### config.mk
export PLATFORM = sky130hd
export DESIGN_NAME = pursuit_evade_steering_unit_flat
export DESIGN_NICKNAME = d
export VERILOG_FILES = /design/src/sv/pes_pkg.sv /design/src/sv/pes_if.sv /design/src/sv/pes_arith.sv /design/src/sv/pes_dpath.sv /design/src/sv/pes_ctrl.sv /design/src/sv/pursuit_evade_steering_unit.sv /design/src/flat_wrapper.sv
export VERILOG_INCLUDE_DIRS = /design/src /design/src/sv
export SDC_FILE = /design/constraint.sdc
export NUM_CORES = 2
export LEC_CHECK = 0
export BUFFER_PORTS_ARGS = -buffer_cell sky130_fd_sc_hd__buf_2
export CELL_PAD_IN_SITES_DETAIL_PLACEMENT = 1
export CELL_PAD_IN_SITES_GLOBAL_PLACEMENT = 1
export CORE_MARGIN = 1.5
export CORE_UTILIZATION = 43
export DETAILED_ROUTE_END_ITERATION = 10
export PLACE_DENSITY = 0.78
export REMOVE_ABC_BUFFERS = 1
export SLEW_MARGIN = 0
export SYNTH_ARGS = -nofsm -noshare
export SYNTH_HDL_FRONTEND = slang
export SYNTH_SLANG_ARGS = --single-unit
export TNS_END_PERCENT = 10
### constraint.sdc
create_clock -name clk -period 7.4 [get_ports clk]
set_clock_uncertainty 0.1 [all_clocks]
set_input_delay 1.85 -clock clk [delete_from_list [all_inputs] [get_ports clk]]
set_output_delay 1.85 -clock clk [all_outputs]
set_load 0.005 [all_outputs]
### src/sv/pursuit_evade_steering_unit_assert.svh
// assertion macros shared by the steering unit modules
`ifndef PURSUIT_EVADE_STEERING_UNIT_ASSERT_SVH
`define PURSUIT_EVADE_STEERING_UNIT_ASSERT_SVH

// same-cycle implication, checked outside reset
`define PES_ASSERT_IMP(lbl, ante, cons) \
    lbl: assert property (@(posedge clk) disable iff (!rst_n) (ante) |-> (cons)) \
        else $error("pes: same-cycle check failed");

// next-cycle implication, checked outside reset
`define PES_ASSERT_NXT(lbl, ante, cons) \
    lbl: assert property (@(posedge clk) disable iff (!rst_n) (ante) |=> (cons)) \
        else $error("pes: next-cycle check failed");

`endif

### src/sv/pes_pkg.sv
// types and constants of the pursuit/evade steering unit
`default_nettype none
package pes_pkg;

    typedef logic [1:0] arith_op_t;
    localparam arith_op_t OP_MUL  = 2'd0;
    localparam arith_op_t OP_DIV  = 2'd1;
    localparam arith_op_t OP_SQRT = 2'd2;

    typedef logic [4:0] step_t;
    localparam step_t STEP_NONE = 5'd0;
    localparam step_t STEP_RAWX = 5'd1;
    localparam step_t STEP_RAWY = 5'd2;
    localparam step_t STEP_DECX = 5'd3;
    localparam step_t STEP_DECY = 5'd4;
    localparam step_t STEP_BLX  = 5'd5;
    localparam step_t STEP_BLY  = 5'd6;
    localparam step_t STEP_SQX  = 5'd7;
    localparam step_t STEP_SQY  = 5'd8;
    localparam step_t STEP_DIST = 5'd9;
    localparam step_t STEP_TDIV = 5'd10;
    localparam step_t STEP_PX   = 5'd11;
    localparam step_t STEP_PY   = 5'd12;
    localparam step_t STEP_DX2  = 5'd13;
    localparam step_t STEP_DY2  = 5'd14;
    localparam step_t STEP_LEN  = 5'd15;
    localparam step_t STEP_UX   = 5'd16;
    localparam step_t STEP_UY   = 5'd17;

    localparam logic [15:0] DT_MIN_EXCL     = 16'd6;
    localparam logic [41:0] NEAR_ZERO_Q8    = 42'd256;
    localparam logic [33:0] DECAY_Q16       = 34'd62259;
    localparam logic [21:0] SPEED_MIN_EXCL  = 22'd256;
    localparam logic [17:0] CAP_PURSUIT_Q16 = 18'd196608;
    localparam logic [17:0] CAP_EVADE_Q16   = 18'd131072;

    typedef struct packed {
        logic  take;
        logic  go;
        logic  publish;
        step_t step;
    } cmd_t;

    typedef struct packed {
        logic in_valid;
        logic hist;
        logic dt_ok;
        logic near_zero;
        logic speed_ok;
        logic sum_zero;
        logic out_free;
        logic done;
    } sts_t;

endpackage
`default_nettype wire

### src/sv/pes_if.sv
// input and result channels of the steering unit
`default_nettype none
interface pes_in_if;
    logic               valid;
    logic               ready;
    logic        [15:0] delta_t;
    logic signed [23:0] target_x;
    logic signed [23:0] target_y;
    logic signed [23:0] agent_x;
    logic signed [23:0] agent_y;
    logic        [21:0] agent_speed;

    modport source (output valid, delta_t, target_x, target_y, agent_x, agent_y,
                    agent_speed, input ready);
    modport sink (input valid, delta_t, target_x, target_y, agent_x, agent_y,
                  agent_speed, output ready);
endinterface

interface pes_out_if;
    logic               valid;
    logic               ready;
    logic signed [15:0] dir_x;
    logic signed [15:0] dir_y;
    logic signed [23:0] predicted_x;
    logic signed [23:0] predicted_y;
    logic               primed;

    modport source (output valid, dir_x, dir_y, predicted_x, predicted_y, primed,
                    input ready);
    modport sink (input valid, dir_x, dir_y, predicted_x, predicted_y, primed,
                  output ready);
endinterface
`default_nettype wire

### src/sv/pes_arith.sv
// shared bit-serial multiply, divide and square root unit
`default_nettype none
module pes_arith (
    input  wire                    clk,
    input  wire                    rst_n,
    input  wire                    go,
    input  pes_pkg::arith_op_t     op,
    input  wire             [65:0] a,
    input  wire             [33:0] b,
    output logic                   busy,
    output logic                   done,
    output logic            [66:0] result
);
    localparam int MUL_STEPS  = 25;
    localparam int DIV_STEPS  = 64;
    localparam int SQRT_STEPS = 33;

    logic                busy_reg, busy_next;
    logic                done_reg, done_next;
    pes_pkg::arith_op_t  op_reg, op_next;
    logic [6:0]          cnt_reg, cnt_next;
    logic [65:0]         x_reg, x_next;
    logic [33:0]         y_reg, y_next;
    logic [36:0]         r_reg, r_next;
    logic [66:0]         acc_reg, acc_next;

    logic [34:0]         div_sh;
    logic [36:0]         sq_sh;
    logic [36:0]         sq_trial;

    assign div_sh   = {r_reg[33:0], x_reg[63]};
    assign sq_sh    = {r_reg[34:0], x_reg[65:64]};
    assign sq_trial = {1'b0, y_reg, 2'b01};

    always_comb
    begin
        busy_next = busy_reg;
        done_next = 1'b0;
        op_next   = op_reg;
        cnt_next  = cnt_reg;
        x_next    = x_reg;
        y_next    = y_reg;
        r_next    = r_reg;
        acc_next  = acc_reg;
        if (go)
        begin
            busy_next = 1'b1;
            op_next   = op;
            x_next    = a;
            y_next    = b;
            r_next    = '0;
            acc_next  = '0;
            unique case (op)
                pes_pkg::OP_MUL:  cnt_next = 7'(MUL_STEPS - 1);
                pes_pkg::OP_DIV:  cnt_next = 7'(DIV_STEPS - 1);
                pes_pkg::OP_SQRT: cnt_next = 7'(SQRT_STEPS - 1);
                default:          cnt_next = '0;
            endcase
        end
        else if (busy_reg)
        begin
            unique case (op_reg)
                pes_pkg::OP_MUL:
                begin
                    if (y_reg[0])
                        acc_next = acc_reg + {1'b0, x_reg};
                    x_next = {x_reg[64:0], 1'b0};
                    y_next = {1'b0, y_reg[33:1]};
                end
                pes_pkg::OP_DIV:
                begin
                    // restoring step, quotient shifts in behind the numerator
                    if (div_sh >= {1'b0, y_reg})
                    begin
                        r_next = 37'(div_sh - {1'b0, y_reg});
                        x_next = {x_reg[64:0], 1'b1};
                    end
                    else
                    begin
                        r_next = 37'(div_sh);
                        x_next = {x_reg[64:0], 1'b0};
                    end
                end
                pes_pkg::OP_SQRT:
                begin
                    x_next = {x_reg[63:0], 2'b00};
                    if (sq_sh >= sq_trial)
                    begin
                        r_next = sq_sh - sq_trial;
                        y_next = {y_reg[32:0], 1'b1};
                    end
                    else
                    begin
                        r_next = sq_sh;
                        y_next = {y_reg[32:0], 1'b0};
                    end
                end
                default:
                begin
                    x_next = x_reg;
                end
            endcase
            cnt_next = cnt_reg - 7'd1;
            if (cnt_reg == 7'd0)
            begin
                busy_next = 1'b0;
                done_next = 1'b1;
            end
        end
    end

    always_ff @(posedge clk or negedge rst_n)
    begin
        if (!rst_n)
        begin
            busy_reg <= 1'b0;
            done_reg <= 1'b0;
        end
        else
        begin
            busy_reg <= busy_next;
            done_reg <= done_next;
        end
    end

    always_ff @(posedge clk)
    begin
        op_reg  <= op_next;
        cnt_reg <= cnt_next;
        x_reg   <= x_next;
        y_reg   <= y_next;
        r_reg   <= r_next;
        acc_reg <= acc_next;
    end

    assign busy = busy_reg;
    assign done = done_reg;

    always_comb
    begin
        unique case (op_reg)
            pes_pkg::OP_MUL:  result = acc_reg;
            pes_pkg::OP_DIV:  result = {3'b000, x_reg[63:0]};
            pes_pkg::OP_SQRT: result = {33'd0, y_reg};
            default:          result = '0;
        endcase
    end
endmodule
`default_nettype wire

### src/sv/pes_dpath.sv
// steering datapath: captured word, history, work registers, result register
`default_nettype none
module pes_dpath #(
    parameter int DIR_FRAC_BITS = 14
) (
    input  wire             clk,
    input  wire             rst_n,
    input  wire             cfg_we,
    input  wire             cfg_wdata,
    pes_in_if.sink          req,
    pes_out_if.source       rsp,
    input  pes_pkg::cmd_t   cmd,
    output pes_pkg::sts_t   sts
);
    logic        [15:0] dt_reg;
    logic signed [23:0] tx_reg, ty_reg, ax_reg, ay_reg;
    logic        [21:0] spd_reg;

    logic               evade_reg;
    logic               hist_reg;
    logic signed [23:0] last_x_reg, last_y_reg;
    logic signed [31:0] vx_reg, vy_reg;
    logic               out_valid_reg;

    logic signed [41:0] rawx_reg, rawy_reg;
    logic        [49:0] sum_reg;
    logic        [25:0] dist_reg;
    logic        [17:0] t_reg;
    logic signed [23:0] px_reg, py_reg;
    logic        [33:0] len_reg;
    logic        [15:0] dirx_reg, diry_reg;
    logic               primed_reg;

    logic        [15:0] o_dirx_reg, o_diry_reg;
    logic signed [23:0] o_px_reg, o_py_reg;
    logic               o_primed_reg;

    logic               load;
    logic signed [24:0] mx, my, d0x, d0y, ddx, ddy;
    logic        [24:0] mx_mag, my_mag, d0x_mag, d0y_mag, ddx_mag, ddy_mag;
    logic        [31:0] vx_mag, vy_mag;
    logic signed [42:0] diffx, diffy;
    logic        [42:0] diffx_mag, diffy_mag;
    logic        [41:0] rawx_mag, rawy_mag;
    logic        [19:0] w10;
    logic        [17:0] cap;

    pes_pkg::arith_op_t arith_op;
    logic        [65:0] arith_a;
    logic        [33:0] arith_b;
    logic               arith_busy, arith_done;
    logic        [66:0] arith_res;

    logic signed [41:0] rawq;
    logic signed [31:0] dm;
    logic signed [46:0] bm, nvx, nvy;
    logic signed [34:0] pm, npx, npy;
    logic        [15:0] uq;

    function automatic logic signed [31:0] sat32(input logic signed [46:0] v);
        if (v > 47'sd2147483647)
            return 32'sh7fffffff;
        else if (v < -47'sd2147483648)
            return 32'sh80000000;
        else
            return v[31:0];
    endfunction

    function automatic logic signed [23:0] sat24(input logic signed [34:0] v);
        if (v > 35'sd8388607)
            return 24'sh7fffff;
        else if (v < -35'sd8388608)
            return 24'sh800000;
        else
            return v[23:0];
    endfunction

    assign load = req.valid && cmd.take;

    assign mx  = 25'(tx_reg) - 25'(last_x_reg);
    assign my  = 25'(ty_reg) - 25'(last_y_reg);
    assign d0x = 25'(tx_reg) - 25'(ax_reg);
    assign d0y = 25'(ty_reg) - 25'(ay_reg);
    assign ddx = evade_reg ? 25'(ax_reg) - 25'(px_reg) : 25'(px_reg) - 25'(ax_reg);
    assign ddy = evade_reg ? 25'(ay_reg) - 25'(py_reg) : 25'(py_reg) - 25'(ay_reg);

    assign mx_mag  = mx[24]  ? 25'(-mx)  : 25'(mx);
    assign my_mag  = my[24]  ? 25'(-my)  : 25'(my);
    assign d0x_mag = d0x[24] ? 25'(-d0x) : 25'(d0x);
    assign d0y_mag = d0y[24] ? 25'(-d0y) : 25'(d0y);
    assign ddx_mag = ddx[24] ? 25'(-ddx) : 25'(ddx);
    assign ddy_mag = ddy[24] ? 25'(-ddy) : 25'(ddy);
    assign vx_mag  = vx_reg[31] ? 32'(-vx_reg) : 32'(vx_reg);
    assign vy_mag  = vy_reg[31] ? 32'(-vy_reg) : 32'(vy_reg);

    assign diffx     = 43'(rawx_reg) - 43'(vx_reg);
    assign diffy     = 43'(rawy_reg) - 43'(vy_reg);
    assign diffx_mag = diffx[42] ? 43'(-diffx) : 43'(diffx);
    assign diffy_mag = diffy[42] ? 43'(-diffy) : 43'(diffy);
    assign rawx_mag  = rawx_reg[41] ? 42'(-rawx_reg) : 42'(rawx_reg);
    assign rawy_mag  = rawy_reg[41] ? 42'(-rawy_reg) : 42'(rawy_reg);

    assign w10 = 20'(dt_reg) * 20'd10;
    assign cap = evade_reg ? pes_pkg::CAP_EVADE_Q16 : pes_pkg::CAP_PURSUIT_Q16;

    // operand select for the step the controller is running
    always_comb
    begin
        arith_op = pes_pkg::OP_MUL;
        arith_a  = '0;
        arith_b  = '0;
        unique case (cmd.step)
            pes_pkg::STEP_RAWX:
            begin
                arith_op = pes_pkg::OP_DIV;
                arith_a  = 66'(mx_mag) << 16;
                arith_b  = 34'(dt_reg);
            end
            pes_pkg::STEP_RAWY:
            begin
                arith_op = pes_pkg::OP_DIV;
                arith_a  = 66'(my_mag) << 16;
                arith_b  = 34'(dt_reg);
            end
            pes_pkg::STEP_DECX:
            begin
                arith_a = 66'(vx_mag);
                arith_b = pes_pkg::DECAY_Q16;
            end
            pes_pkg::STEP_DECY:
            begin
                arith_a = 66'(vy_mag);
                arith_b = pes_pkg::DECAY_Q16;
            end
            pes_pkg::STEP_BLX:
            begin
                arith_a = 66'(diffx_mag[41:0]);
                arith_b = 34'(w10);
            end
            pes_pkg::STEP_BLY:
            begin
                arith_a = 66'(diffy_mag[41:0]);
                arith_b = 34'(w10);
            end
            pes_pkg::STEP_SQX:
            begin
                arith_a = 66'(d0x_mag);
                arith_b = 34'(d0x_mag);
            end
            pes_pkg::STEP_SQY:
            begin
                arith_a = 66'(d0y_mag);
                arith_b = 34'(d0y_mag);
            end
            pes_pkg::STEP_DIST:
            begin
                arith_op = pes_pkg::OP_SQRT;
                arith_a  = 66'(sum_reg);
            end
            pes_pkg::STEP_TDIV:
            begin
                arith_op = pes_pkg::OP_DIV;
                arith_a  = 66'(dist_reg) << 16;
                arith_b  = 34'(spd_reg);
            end
            pes_pkg::STEP_PX:
            begin
                arith_a = 66'(vx_mag);
                arith_b = 34'(t_reg);
            end
            pes_pkg::STEP_PY:
            begin
                arith_a = 66'(vy_mag);
                arith_b = 34'(t_reg);
            end
            pes_pkg::STEP_DX2:
            begin
                arith_a = 66'(ddx_mag);
                arith_b = 34'(ddx_mag);
            end
            pes_pkg::STEP_DY2:
            begin
                arith_a = 66'(ddy_mag);
                arith_b = 34'(ddy_mag);
            end
            pes_pkg::STEP_LEN:
            begin
                arith_op = pes_pkg::OP_SQRT;
                arith_a  = 66'(sum_reg) << 14;
            end
            pes_pkg::STEP_UX:
            begin
                arith_op = pes_pkg::OP_DIV;
                // rounding: add half the scaled length before dividing
                arith_a  = (66'(ddx_mag) << (DIR_FRAC_BITS + 7)) + 66'(len_reg >> 1);
                arith_b  = len_reg;
            end
            pes_pkg::STEP_UY:
            begin
                arith_op = pes_pkg::OP_DIV;
                arith_a  = (66'(ddy_mag) << (DIR_FRAC_BITS + 7)) + 66'(len_reg >> 1);
                arith_b  = len_reg;
            end
            default:
            begin
                arith_op = pes_pkg::OP_MUL;
            end
        endcase
    end

    pes_arith u_arith (
        .clk    (clk),
        .rst_n  (rst_n),
        .go     (cmd.go),
        .op     (arith_op),
        .a      (arith_a),
        .b      (arith_b),
        .busy   (arith_busy),
        .done   (arith_done),
        .result (arith_res)
    );

    assign rawq = $signed({1'b0, arith_res[40:0]});
    assign dm   = $signed({1'b0, arith_res[46:16]});
    assign bm   = $signed({2'b00, arith_res[60:16]});
    assign nvx  = 47'(vx_reg) + (diffx[42] ? -bm : bm);
    assign nvy  = 47'(vy_reg) + (diffy[42] ? -bm : bm);
    assign pm   = $signed({2'b00, arith_res[48:16]});
    assign npx  = 35'(tx_reg) + (vx_reg[31] ? -pm : pm);
    assign npy  = 35'(ty_reg) + (vy_reg[31] ? -pm : pm);
    assign uq   = arith_res[15:0];

    // register, history and smoothed velocity
    always_ff @(posedge clk or negedge rst_n)
    begin
        if (!rst_n)
        begin
            evade_reg     <= 1'b0;
            hist_reg      <= 1'b0;
            last_x_reg    <= '0;
            last_y_reg    <= '0;
            vx_reg        <= '0;
            vy_reg        <= '0;
            out_valid_reg <= 1'b0;
        end
        else
        begin
            if (cfg_we)
                evade_reg <= cfg_wdata;
            if (arith_done)
            begin
                unique case (cmd.step)
                    pes_pkg::STEP_DECX: vx_reg <= vx_reg[31] ? -dm : dm;
                    pes_pkg::STEP_DECY: vy_reg <= vy_reg[31] ? -dm : dm;
                    pes_pkg::STEP_BLX:  vx_reg <= sat32(nvx);
                    pes_pkg::STEP_BLY:  vy_reg <= sat32(nvy);
                    default:            vx_reg <= vx_reg;
                endcase
            end
            if (cmd.publish)
            begin
                hist_reg      <= 1'b1;
                last_x_reg    <= tx_reg;
                last_y_reg    <= ty_reg;
                out_valid_reg <= 1'b1;
            end
            else if (rsp.ready)
            begin
                out_valid_reg <= 1'b0;
            end
        end
    end

    always_ff @(posedge clk)
    begin
        if (load)
        begin
            dt_reg     <= req.delta_t;
            tx_reg     <= req.target_x;
            ty_reg     <= req.target_y;
            ax_reg     <= req.agent_x;
            ay_reg     <= req.agent_y;
            spd_reg    <= req.agent_speed;
            rawx_reg   <= '0;
            rawy_reg   <= '0;
            t_reg      <= '0;
            px_reg     <= '0;
            py_reg     <= '0;
            dirx_reg   <= '0;
            diry_reg   <= '0;
            primed_reg <= hist_reg;
        end
        else if (arith_done)
        begin
            unique case (cmd.step)
                pes_pkg::STEP_RAWX: rawx_reg <= mx[24] ? -rawq : rawq;
                pes_pkg::STEP_RAWY: rawy_reg <= my[24] ? -rawq : rawq;
                pes_pkg::STEP_SQX:  sum_reg  <= arith_res[49:0];
                pes_pkg::STEP_SQY:  sum_reg  <= sum_reg + arith_res[49:0];
                pes_pkg::STEP_DIST: dist_reg <= arith_res[25:0];
                pes_pkg::STEP_TDIV:
                    t_reg <= (arith_res[41:0] > 42'(cap)) ? cap : arith_res[17:0];
                pes_pkg::STEP_PX:   px_reg   <= sat24(npx);
                pes_pkg::STEP_PY:   py_reg   <= sat24(npy);
                pes_pkg::STEP_DX2:  sum_reg  <= arith_res[49:0];
                pes_pkg::STEP_DY2:  sum_reg  <= sum_reg + arith_res[49:0];
                pes_pkg::STEP_LEN:  len_reg  <= arith_res[33:0];
                pes_pkg::STEP_UX:   dirx_reg <= ddx[24] ? 16'(-uq) : uq;
                pes_pkg::STEP_UY:   diry_reg <= ddy[24] ? 16'(-uq) : uq;
                default:            sum_reg  <= sum_reg;
            endcase
        end
        if (cmd.publish)
        begin
            o_dirx_reg   <= dirx_reg;
            o_diry_reg   <= diry_reg;
            o_px_reg     <= px_reg;
            o_py_reg     <= py_reg;
            o_primed_reg <= primed_reg;
        end
    end

    assign req.ready       = cmd.take;
    assign rsp.valid       = out_valid_reg;
    assign rsp.dir_x       = $signed(o_dirx_reg);
    assign rsp.dir_y       = $signed(o_diry_reg);
    assign rsp.predicted_x = o_px_reg;
    assign rsp.predicted_y = o_py_reg;
    assign rsp.primed      = o_primed_reg;

    assign sts.in_valid  = req.valid;
    assign sts.hist      = hist_reg;
    assign sts.dt_ok     = dt_reg > pes_pkg::DT_MIN_EXCL;
    assign sts.near_zero = (rawx_mag <= pes_pkg::NEAR_ZERO_Q8)
                        && (rawy_mag <= pes_pkg::NEAR_ZERO_Q8);
    assign sts.speed_ok  = spd_reg > pes_pkg::SPEED_MIN_EXCL;
    assign sts.sum_zero  = sum_reg == 50'd0;
    assign sts.out_free  = !out_valid_reg || rsp.ready;
    assign sts.done      = arith_done;

`include "pursuit_evade_steering_unit_assert.svh"
    `PES_ASSERT_IMP(a_go_when_idle, cmd.go, !arith_busy)
    `PES_ASSERT_IMP(a_publish_free, cmd.publish, !out_valid_reg || rsp.ready)
    `PES_ASSERT_NXT(a_done_pulse, arith_done, !arith_done)
endmodule
`default_nettype wire

### src/sv/pes_ctrl.sv
// steering sequencer: walks the datapath through one word's steps
`default_nettype none
module pes_ctrl (
    input  wire             clk,
    input  wire             rst_n,
    input  pes_pkg::sts_t   sts,
    output pes_pkg::cmd_t   cmd
);
    localparam logic [4:0] S_IDLE  = 5'd0;
    localparam logic [4:0] S_START = 5'd1;
    localparam logic [4:0] S_RAWX  = 5'd2;
    localparam logic [4:0] S_RAWY  = 5'd3;
    localparam logic [4:0] S_VX    = 5'd4;
    localparam logic [4:0] S_VY    = 5'd5;
    localparam logic [4:0] S_SQX   = 5'd6;
    localparam logic [4:0] S_SQY   = 5'd7;
    localparam logic [4:0] S_DIST  = 5'd8;
    localparam logic [4:0] S_TDIV  = 5'd9;
    localparam logic [4:0] S_PX    = 5'd10;
    localparam logic [4:0] S_PY    = 5'd11;
    localparam logic [4:0] S_DX2   = 5'd12;
    localparam logic [4:0] S_DY2   = 5'd13;
    localparam logic [4:0] S_LEN   = 5'd14;
    localparam logic [4:0] S_UX    = 5'd15;
    localparam logic [4:0] S_UY    = 5'd16;
    localparam logic [4:0] S_DONE  = 5'd17;

    logic [4:0] state_reg, state_next;
    logic       wait_reg, wait_next;
    logic [4:0] after;

    // successor of each arithmetic step
    always_comb
    begin
        unique case (state_reg)
            S_RAWX:  after = S_RAWY;
            S_RAWY:  after = S_VX;
            S_VX:    after = S_VY;
            S_VY:    after = sts.speed_ok ? S_SQX : S_PX;
            S_SQX:   after = S_SQY;
            S_SQY:   after = S_DIST;
            S_DIST:  after = S_TDIV;
            S_TDIV:  after = S_PX;
            S_PX:    after = S_PY;
            S_PY:    after = S_DX2;
            S_DX2:   after = S_DY2;
            S_DY2:   after = S_LEN;
            S_LEN:   after = S_UX;
            S_UX:    after = S_UY;
            S_UY:    after = S_DONE;
            default: after = S_IDLE;
        endcase
    end

    always_comb
    begin
        state_next  = state_reg;
        wait_next   = wait_reg;
        cmd.take    = 1'b0;
        cmd.go      = 1'b0;
        cmd.publish = 1'b0;
        unique case (state_reg)
            S_RAWX:  cmd.step = pes_pkg::STEP_RAWX;
            S_RAWY:  cmd.step = pes_pkg::STEP_RAWY;
            S_VX:    cmd.step = sts.near_zero ? pes_pkg::STEP_DECX : pes_pkg::STEP_BLX;
            S_VY:    cmd.step = sts.near_zero ? pes_pkg::STEP_DECY : pes_pkg::STEP_BLY;
            S_SQX:   cmd.step = pes_pkg::STEP_SQX;
            S_SQY:   cmd.step = pes_pkg::STEP_SQY;
            S_DIST:  cmd.step = pes_pkg::STEP_DIST;
            S_TDIV:  cmd.step = pes_pkg::STEP_TDIV;
            S_PX:    cmd.step = pes_pkg::STEP_PX;
            S_PY:    cmd.step = pes_pkg::STEP_PY;
            S_DX2:   cmd.step = pes_pkg::STEP_DX2;
            S_DY2:   cmd.step = pes_pkg::STEP_DY2;
            S_LEN:   cmd.step = pes_pkg::STEP_LEN;
            S_UX:    cmd.step = pes_pkg::STEP_UX;
            S_UY:    cmd.step = pes_pkg::STEP_UY;
            default: cmd.step = pes_pkg::STEP_NONE;
        endcase

        unique case (state_reg)
            S_IDLE:
            begin
                cmd.take = 1'b1;
                if (sts.in_valid)
                    state_next = S_START;
            end
            S_START:
            begin
                // first word only stores the target
                if (!sts.hist)
                    state_next = S_DONE;
                else if (sts.dt_ok)
                    state_next = S_RAWX;
                else
                    state_next = S_VX;
            end
            S_DONE:
            begin
                if (sts.out_free)
                begin
                    cmd.publish = 1'b1;
                    state_next  = S_IDLE;
                end
            end
            default:
            begin
                if (!wait_reg)
                begin
                    // zero-length direction leaves dir at zero
                    if (state_reg == S_LEN && sts.sum_zero)
                        state_next = S_DONE;
                    else
                    begin
                        cmd.go    = 1'b1;
                        wait_next = 1'b1;
                    end
                end
                else if (sts.done)
                begin
                    wait_next  = 1'b0;
                    state_next = after;
                end
            end
        endcase
    end

    always_ff @(posedge clk or negedge rst_n)
    begin
        if (!rst_n)
        begin
            state_reg <= S_IDLE;
            wait_reg  <= 1'b0;
        end
        else
        begin
            state_reg <= state_next;
            wait_reg  <= wait_next;
        end
    end

`include "pursuit_evade_steering_unit_assert.svh"
    `PES_ASSERT_NXT(a_take_starts, cmd.take && sts.in_valid, state_reg == S_START)
    `PES_ASSERT_IMP(a_wait_in_step, wait_reg, state_reg != S_IDLE && state_reg != S_START && state_reg != S_DONE)
    `PES_ASSERT_IMP(a_go_not_waiting, cmd.go, !wait_reg)
endmodule
`default_nettype wire

### src/sv/pursuit_evade_steering_unit.sv
// Pursuit / evade steering unit, top level.
// req: one word per tick (delta_t, target and agent positions, agent speed),
//   taken at a clock edge with req.valid and req.ready high.
// rsp: one word per accepted req word (dir_x/y, predicted_x/y, primed).
// cfg_we / cfg_wdata write evade_mode; write only while the unit is idle.
// One word is worked on at a time; req.ready is high only between words.
// The first word after reset only stores the target and answers with zeros.
// Later words run through one shared bit-serial unit: five divides, eight
// multiplies and two square roots; a slow agent skips the distance and time
// steps, a tiny time step the raw velocity divides and a zero-length
// direction the length and unit-vector steps.
// req.ready rises again in the same cycle as rsp.valid.
// The result sits in an output register; while rsp.ready is low the unit
// still takes and works on the next word and holds it until the register frees.
// Reset clears history, smoothed velocity, evade_mode and rsp.valid.
`default_nettype none
module pursuit_evade_steering_unit #(
    parameter int DIR_FRAC_BITS = 14
) (
    input  wire         clk,
    input  wire         rst_n,
    input  wire         cfg_we,
    input  wire         cfg_wdata,
    pes_in_if.sink      req,
    pes_out_if.source   rsp
);
    pes_pkg::cmd_t cmd;
    pes_pkg::sts_t sts;

    pes_ctrl u_ctrl (
        .clk   (clk),
        .rst_n (rst_n),
        .sts   (sts),
        .cmd   (cmd)
    );

    pes_dpath #(
        .DIR_FRAC_BITS (DIR_FRAC_BITS)
    ) u_dpath (
        .clk       (clk),
        .rst_n     (rst_n),
        .cfg_we    (cfg_we),
        .cfg_wdata (cfg_wdata),
        .req       (req),
        .rsp       (rsp),
        .cmd       (cmd),
        .sts       (sts)
    );
endmodule
`default_nettype wire

### src/flat_wrapper.sv
// flat-port wrapper written by rule: the top's interface ports become plain ports
module pursuit_evade_steering_unit_flat 
#(
    parameter int DIR_FRAC_BITS = 14
)
  (clk, rst_n, cfg_we, cfg_wdata, req_valid, req_delta_t, req_target_x, req_target_y, req_agent_x, req_agent_y, req_agent_speed, req_ready, rsp_valid, rsp_dir_x, rsp_dir_y, rsp_predicted_x, rsp_predicted_y, rsp_primed, rsp_ready);
  pes_in_if req_i ();
  pes_out_if rsp_i ();
  input  wire clk;
  input  wire rst_n;
  input  wire cfg_we;
  input  wire cfg_wdata;
  input wire logic [$bits(req_i.valid)-1:0] req_valid;
  input wire logic [$bits(req_i.delta_t)-1:0] req_delta_t;
  input wire logic [$bits(req_i.target_x)-1:0] req_target_x;
  input wire logic [$bits(req_i.target_y)-1:0] req_target_y;
  input wire logic [$bits(req_i.agent_x)-1:0] req_agent_x;
  input wire logic [$bits(req_i.agent_y)-1:0] req_agent_y;
  input wire logic [$bits(req_i.agent_speed)-1:0] req_agent_speed;
  output wire logic [$bits(req_i.ready)-1:0] req_ready;
  output wire logic [$bits(rsp_i.valid)-1:0] rsp_valid;
  output wire logic [$bits(rsp_i.dir_x)-1:0] rsp_dir_x;
  output wire logic [$bits(rsp_i.dir_y)-1:0] rsp_dir_y;
  output wire logic [$bits(rsp_i.predicted_x)-1:0] rsp_predicted_x;
  output wire logic [$bits(rsp_i.predicted_y)-1:0] rsp_predicted_y;
  output wire logic [$bits(rsp_i.primed)-1:0] rsp_primed;
  input wire logic [$bits(rsp_i.ready)-1:0] rsp_ready;
  assign req_i.valid = req_valid;
  assign req_i.delta_t = req_delta_t;
  assign req_i.target_x = req_target_x;
  assign req_i.target_y = req_target_y;
  assign req_i.agent_x = req_agent_x;
  assign req_i.agent_y = req_agent_y;
  assign req_i.agent_speed = req_agent_speed;
  assign req_ready = req_i.ready;
  assign rsp_valid = rsp_i.valid;
  assign rsp_dir_x = rsp_i.dir_x;
  assign rsp_dir_y = rsp_i.dir_y;
  assign rsp_predicted_x = rsp_i.predicted_x;
  assign rsp_predicted_y = rsp_i.predicted_y;
  assign rsp_primed = rsp_i.primed;
  assign rsp_i.ready = rsp_ready;
  pursuit_evade_steering_unit #(.DIR_FRAC_BITS(DIR_FRAC_BITS)) u_core (.clk(clk), .rst_n(rst_n), .cfg_we(cfg_we), .cfg_wdata(cfg_wdata), .req(req_i), .rsp(rsp_i));
endmodule
# Word-level counts from Yosys, hierarchy flattened
# Index checks and enable logic that the tools add are counted.
# W data, S select, Z words.
word_totals:
  inputBits: 140
  wordCells: 267
  reg_bits: 842
  out_inout_bits: 83
op_classes:
  bitwise: 1
  n_eq_ne: 41
  reduce_logical: 48
  mul: 1
  muxes: 84
  n_lt_le_gt_ge: 15
  addsub: 38
op_table:
  columns: ["cell", "count"]
  rows:
  - ["$pmux W64 S15", 1]
  - ["$pmux W34 S10", 1]
  - ["$mux W32", 8]
  - ["$mux W42", 6]
  - ["$mux W25", 8]
  - ["$sub A24 B24 Y25", 8]
  - ["$pmux W66 S3", 1]
  - ["$pmux W61 S3", 1]
  - ["$neg A42 Y42", 4]
  - ["$neg A25 Y25", 6]
  - ["$pmux W5 S15", 2]
  - ["$mux W35", 4]
  - ["$mux W66", 2]
  - ["$pmux W32 S2", 2]
  - ["$pmux W50 S2", 1]
  - ["$mux W24", 4]
  - ["$add A32 B47 Y47", 2]
  - ["$add A46 B33 Y47", 2]
  - ["$gt A47 B32 Y1 const B", 2]
  - ["$lt A47 B32 Y1 const B", 2]
  - ["$mux W47", 2]
  - ["$sub A42 B32 Y43", 2]
  - ["$le A42 B9 Y1 const B", 2]
  - ["$eq A5 B4 Y1 const B", 16]
  - ["other kinds (62)", 139]

# Logic depth before layout (Yosys ltp)
depth:
  ltp_word: 12
  mapped_depth: 36
  depth_no_buf: 31

# By module
# A second synthesis with hierarchy kept.
unflattened:
  cells_unflattened: 10504
  area_unflattened_um2: 83209.8
by_module_without_submodules:
  columns: ["mod", "n_inst", "cells_per_inst", "area_each_um2"]
  rows:
  - ["pes_dpath", 1, 8073, 64026.4]
  - ["pes_arith", 1, 2345, 18481.5]
  - ["pes_ctrl", 1, 86, 701.9]

# Worst setup path before layout
# OpenSTA, ideal clock, no wires.
synth_path:
  kind: "register -> register"
  startpoint: "register u_core.u_dpath.vy_reg[9]"
  endpoint: "register u_core.u_dpath.vy_reg[4]"
  setup_slack_ps: -632
  setup_time_ps: 142
  synth_period_minus_slack_ps: 8032
  t_arrival_ps: 7790
  path_buffers: 5
  required_ps: 7158
  stages_incl_launch_ff: 33
  path_cell_list: "dfrtp_1 -> inv_1 -> ha_1 -> clkbuf_1 -> nand4_1 -> o21ai_2 -> a31oi_1 -> o32ai_1 -> o21ai_0 -> o31ai_1 -> o221ai_1 -> a31oi_1 -> clkbuf_1 -> buf_1 -> buf_1 -> nor2_1 -> xor2_1 -> ha_1 -> nor2b_1 -> o21a_1 -> o21ai_0 -> a2111o_1 -> o31ai_1 -> o21ai_0 -> and4_1 -> nand2b_1 -> xnor2_1 -> or4_1 -> or4_1 -> a21o_1 -> buf_2 -> a31oi_1 -> a211oi_1"
synth_via:
  elab_chain_cells: 7
  elab_cells_between_ends: 8
  cone_classes: "2 x add/sub; 2 x order compare; 4 x mux"
synth_rtl:
  columns: ["item", "line_no", "source"]
  rows:
  - ["from (decl)", "pes_dpath.sv:22", "logic signed [31:0] vx_reg, vy_reg;"]
  - ["from (signal assigned)", "pes_dpath.sv:254", "pes_pkg::STEP_DECY: vy_reg <= vy_reg[31] ? -dm : dm;"]
  - ["from (signal assigned)", "pes_dpath.sv:256", "pes_pkg::STEP_BLY: vy_reg <= sat32(nvy);"]
  - ["$sub A42 B32 Y43", "pes_dpath.sv:97", "assign diffy = 43'(rawy_reg) - 43'(vy_reg);"]
  - ["$mux W47", "pes_dpath.sv:227", "assign nvy = 47'(vy_reg) + (diffy[42] ? -bm : bm);"]
  - ["$add A32 B47 Y47 (*)", "pes_dpath.sv:227", null]
  - ["$lt A47 B32 Y1", "pes_dpath.sv:63", "else if (v < -47'sd2147483648)"]
  - ["$mux W32", "pes_dpath.sv:63", null]
  - ["$mux W32 (*)", "pes_dpath.sv:61", "if (v > 47'sd2147483647)"]
  - ["$pmux W32 S2 (*)", "pes_dpath.sv:252", "unique case (cmd.step)"]
# Mark *: on every way between the ends. The rest lies on a longest branch, timed or not.
# A chain may end at the register's enable or synchronous reset.

# Worst setup path after layout
layout_path:
  startpoint: "register u_core.u_dpath.u_arith.op_reg[1]"
  endpoint: "register u_core.u_dpath.vy_reg[19]"
layout_via:
  elab_chain_cells: 9
  elab_cells_between_ends: 14
  cone_classes: "3 x add/sub; 2 x order compare; 2 x eq/ne; 6 x mux; 1 x reduce/logical"
layout_rtl:
  columns: ["item", "line_no", "source"]
  rows:
  - ["from (decl)", "pes_arith.sv:20", "pes_pkg::arith_op_t op_reg, op_next;"]
  - ["from (signal assigned)", "pes_arith.sv:128", "op_reg <= op_next;"]
  - ["$eq A2 B2 Y1 (tied with other cells)", "pes_arith.sv:141", "unique case (op_reg)"]
  - ["$pmux W61 S3 (*)", "pes_arith.sv:141", null]
  - ["$neg A45 Y47", "pes_dpath.sv:227", null]
  - ["$mux W47", "pes_dpath.sv:227", null]
  - ["$add A32 B47 Y47", "pes_dpath.sv:227", null]
  - ["$lt A47 B32 Y1", "pes_dpath.sv:63", null]
  - ["$mux W32", "pes_dpath.sv:63", null]
  - ["$mux W32", "pes_dpath.sv:61", null]
  - ["$pmux W32 S2 (*)", "pes_dpath.sv:252", null]
# Marks and branches as above.

==> run_results.csv <==
group,metric,value,unit
run_status,status,"complete, but fails checks",
run_status,violations,"capacitance limit, slew limit, setup timing",
synthesis,synth_top_flop_cell,"edfxtp_1",
worst_setup_path,crit_path_start_kind,"register",
die,die_h,442,um
synthesis,yosys.area.top_type,"edfxtp_1",
synthesis,syn_area_per_cell,7.95,um2
die,start_util,0.432,
clocking,numCtsBuffers,103,
sta,setup_violations,91,
worst_setup_path,slowest_stage,"or4_4",
sta,max_clock_freq,129,MHz
worst_setup_path,crit_top_cell,"buf_4",
clocking,cts_sinks,836,
die,rows,161,
worst_setup_path,crit_type,"reg2reg",
global_route,grt_max_degree,153,
worst_setup_path,worstPathRequired,7.91,ns
global_route,grt_pass1_vias,96700,
synthesis,synth.top_cell.area_share,0.157,
placed_design,dp_slack,-0.920,ns
die,die_x,442,um
global_route,grt_overflow_total,0,
sta,min_period,7.74,ns
detailed_routing,drt_iter0_drc,11300,
worst_setup_path,worst-path-buf-inv,7,
synthesis,synth_edf_count,435,
final_layout,finalNetCount,12500,
worst_setup_path,cp-end-kind,"register",
final_layout,area_delta_synth_final,23.0,%
detailed_routing,post_drt_wl_per_cell,33.4,um
detailed_routing,drt_wl_total,478000,um
die,fp.coreArea,192000,um2
detailed_routing,antenna_left,0,
detailed_routing,vias,95900,
die,dieArea,196000,um2
clocking,cts_tree,"yes",
die,ios,223,
synthesis,ys_seq_elements,836,
placed_design,placed_cell_area,96100,um2
sta,fin_ws,-0.345,ns
final_layout,largest_reg_flops,66,
clocking,cts_hold_buf,0,
hold_path,hold_class,"reg2reg",
final_layout,area.sequential,21700,um2
placed_design,port_buffers,222,
final_layout,multiInputGateArea,59100,um2
synthesis,synthTopCellsByArea,"edfxtp_1 (16%), ha_1 (10%), xnor2_1 (7.2%), dfxtp_1 (6.7%), a21oi_1 (5.2%)",
synthesis,async_reset_ff_frac,0.147,
global_route,gr-usage-all-layers,0.469,
synthesis,ys_warn_count,0,
detailed_routing,via_per_inst,6.69,
clocking,cts-root-buf,"clkbuf_16",
final_layout,post_route_cells_drive_above_1_share,0.191,
final_layout,final_cell_area,102000,um2
clocking,clockBufferDepth,3,
placed_design,dp.cells,14000,
synthesis,synthesis.area,83000,um2
run,max_cap_viol_count,3,
synthesis,synth.most_common_cell,"nor2_1",
global_route,antenna_found_initial,37,
sta,rsz0062_at_grt,"true",
sta,hold_slack,0.322,ns
final_layout,layoutNonFillerInstCount,14300,
synthesis,synth.distinct_cells,106,
worst_setup_path,worst_path_largest_cell_delay,0.52,ns
placed_design,dp_hpwl,380000,um
synthesis,synth-seq-area-share,0.261,
sta,timing.slew.headroom,-0.131,
synthesis,synthCells,10400,
placed_design,gp_congestion,1.11,
detailed_routing,drc,0,
worst_setup_path,critPathTopFamily,"simple AND/OR/NAND/NOR gates",
worst_setup_path,worstPathMaxFanout,8,
final_layout,fillers,23200,
global_route,grt_pass1_wl,677000,um
clocking,path_clk_slew,0.06,ns
clocking,h-tree-depth,3,
sta,finalMaxSlewViolations,10,
clocking,clk_latency,0.83,ns
sta,period_share,1.05,
synthesis,synth_common_cells,"nor2_1 (990), nand2_1 (945), a21oi_1 (863)",
sta,tightest_slew,1.69,ns
sta,finalHoldViolations,0,
worst_setup_path,worstPathArrival,8.26,ns
detailed_routing,first_pass_iters,11,
[worst paths after layout]
kind | depth (start not counted) | start | end | slack (ns)
worst max-delay path | 31 | u_core.u_dpath.u_arith.op_reg[1] | u_core.u_dpath.vy_reg[19] | -0.34
worst min-delay path | 0 | u_core.u_dpath.diry_reg[9] | u_core.u_dpath.rsp.dir_y[9] | 0.32
worst max register to register | 31 | u_core.u_dpath.u_arith.op_reg[1] | u_core.u_dpath.vy_reg[19] | -0.34
worst min register to register | 0 | u_core.u_dpath.diry_reg[9] | u_core.u_dpath.rsp.dir_y[9] | 0.32
max in group asynchronous | 2 | rst_n | u_core.u_dpath.vx_reg[31] | 4.93
min in group asynchronous | 1 | rst_n | u_core.u_dpath.evade_reg | 0.98
[metal layers]
layer | GRT usage | vias to the layer above | wire length (um)
met5 | 0.00366 | - | 297
met4 | 0.330 | 32 | 39900
met3 | 0.137 | 1575 | 53300
met2 | 0.709 | 5315 | 203000
met1 | 0.569 | 47600 | 182000
li1 | - | 41300 | -
[final cells by class]
type	count	share of cell area
flip-flops and latches	836	0.213
diodes	16	0.000392
repair buffers	1665	0.123
multi-input cells	8578	0.579
inverters	514	0.0191
clock buffers	143	0.0284
clock inverters	53	0.00653
well taps	2526	0.0310
[worst register-to-register path: cells and delay by family, from the launching register on]
| family | cells | cell delay (ns) |
|---|---|---|
| flip-flops | 1 | 0.42 |
| buffers and inverters | 7 | 1.17 |
| XOR/XNOR | 2 | 0.32 |
| adder cells (fa/ha/maj) | 2 | 0.57 |
| AO/OA/AOI/OAI | 5 | 0.87 |
| AND/OR/NAND/NOR | 15 | 4.09 |
[through the flow]
| stage | setup TNS (ns) | util |
|---|---|---|
| after floorplan | -581.38 | - |
| after global placement | -38.58 | 0.500 |
| after detailed placement | -52.17 | 0.500 |
| after CTS | -2.78 | 0.528 |
| after global routing | -39.84 | 0.531 |
| final | -16.71 | 0.531 |
[timing repair]
| action | CTS | global route |
|---|---|---|
| setup buffers | 68 | 15 |
| setup endpoints to repair | 122 | 128 |
| gates resized for setup | 202 | 132 |
| pin swaps | 89 | 44 |
| cloned | 8 | 1 |
[placed cells by master, fill, tap and decap left out, types with 34 or more instances in the layout]
| cell type | netlist | routed |
|---|---|---|
| mux2i_1 | 94 | 92 |
| nor2b_1 | 92 | 89 |
| a22oi_1 | 107 | 106 |
| a2111oi_0 | 42 | 39 |
| inv_1 | 509 | 502 |
| nand4_1 | 122 | 122 |
| o211ai_1 | 110 | 110 |
| o21ai_0 | 649 | 612 |
| dfrtp_1 | 123 | 120 |
| buf_2 | 39 | 221 |
| o21a_1 | 114 | 113 |
| nor4_1 | 110 | 101 |
| a211oi_1 | 282 | 255 |
| o31ai_1 | 114 | 108 |
| buf_4 | 1 | 1383 |
| o221ai_1 | 35 | 34 |
| or2_2 | 56 | 55 |
| dfxtp_1 | 278 | 275 |
| nand2_1 | 945 | 936 |
| a21o_1 | 285 | 283 |
| nand2b_1 | 108 | 105 |
| nor3_1 | 223 | 211 |
| and2_1 | 54 | 53 |
| and3_1 | 103 | 101 |
| xor2_1 | 288 | 287 |
| xnor2_1 | 678 | 665 |
| o21bai_1 | 74 | 72 |
| a31oi_1 | 120 | 112 |
| ha_1 | 677 | 663 |
| clkbuf_16 | 0 | 105 |
| nand3_1 | 239 | 234 |
| or3_1 | 103 | 97 |
| o22ai_1 | 87 | 87 |
| or4_1 | 45 | 43 |
| a222oi_1 | 81 | 81 |
| a21oi_1 | 863 | 807 |
| edfxtp_1 | 435 | 435 |
| a21oi_2 | 2 | 45 |
| a221oi_1 | 71 | 60 |
| nor2_1 | 990 | 974 |
[cell families after synthesis]
family	synth area share
xor gates and xnor gates	0.102
AOI/OAI and AO/OA	0.276
muxes	0.0151
and+or+nand+nor	0.192
adders and majority gates	0.107
DFF	0.261
buffers and inverters	0.0473
Power is not shown: default switching activity piles up to over one toggle a cycle in this logic, so the estimate is an artifact.
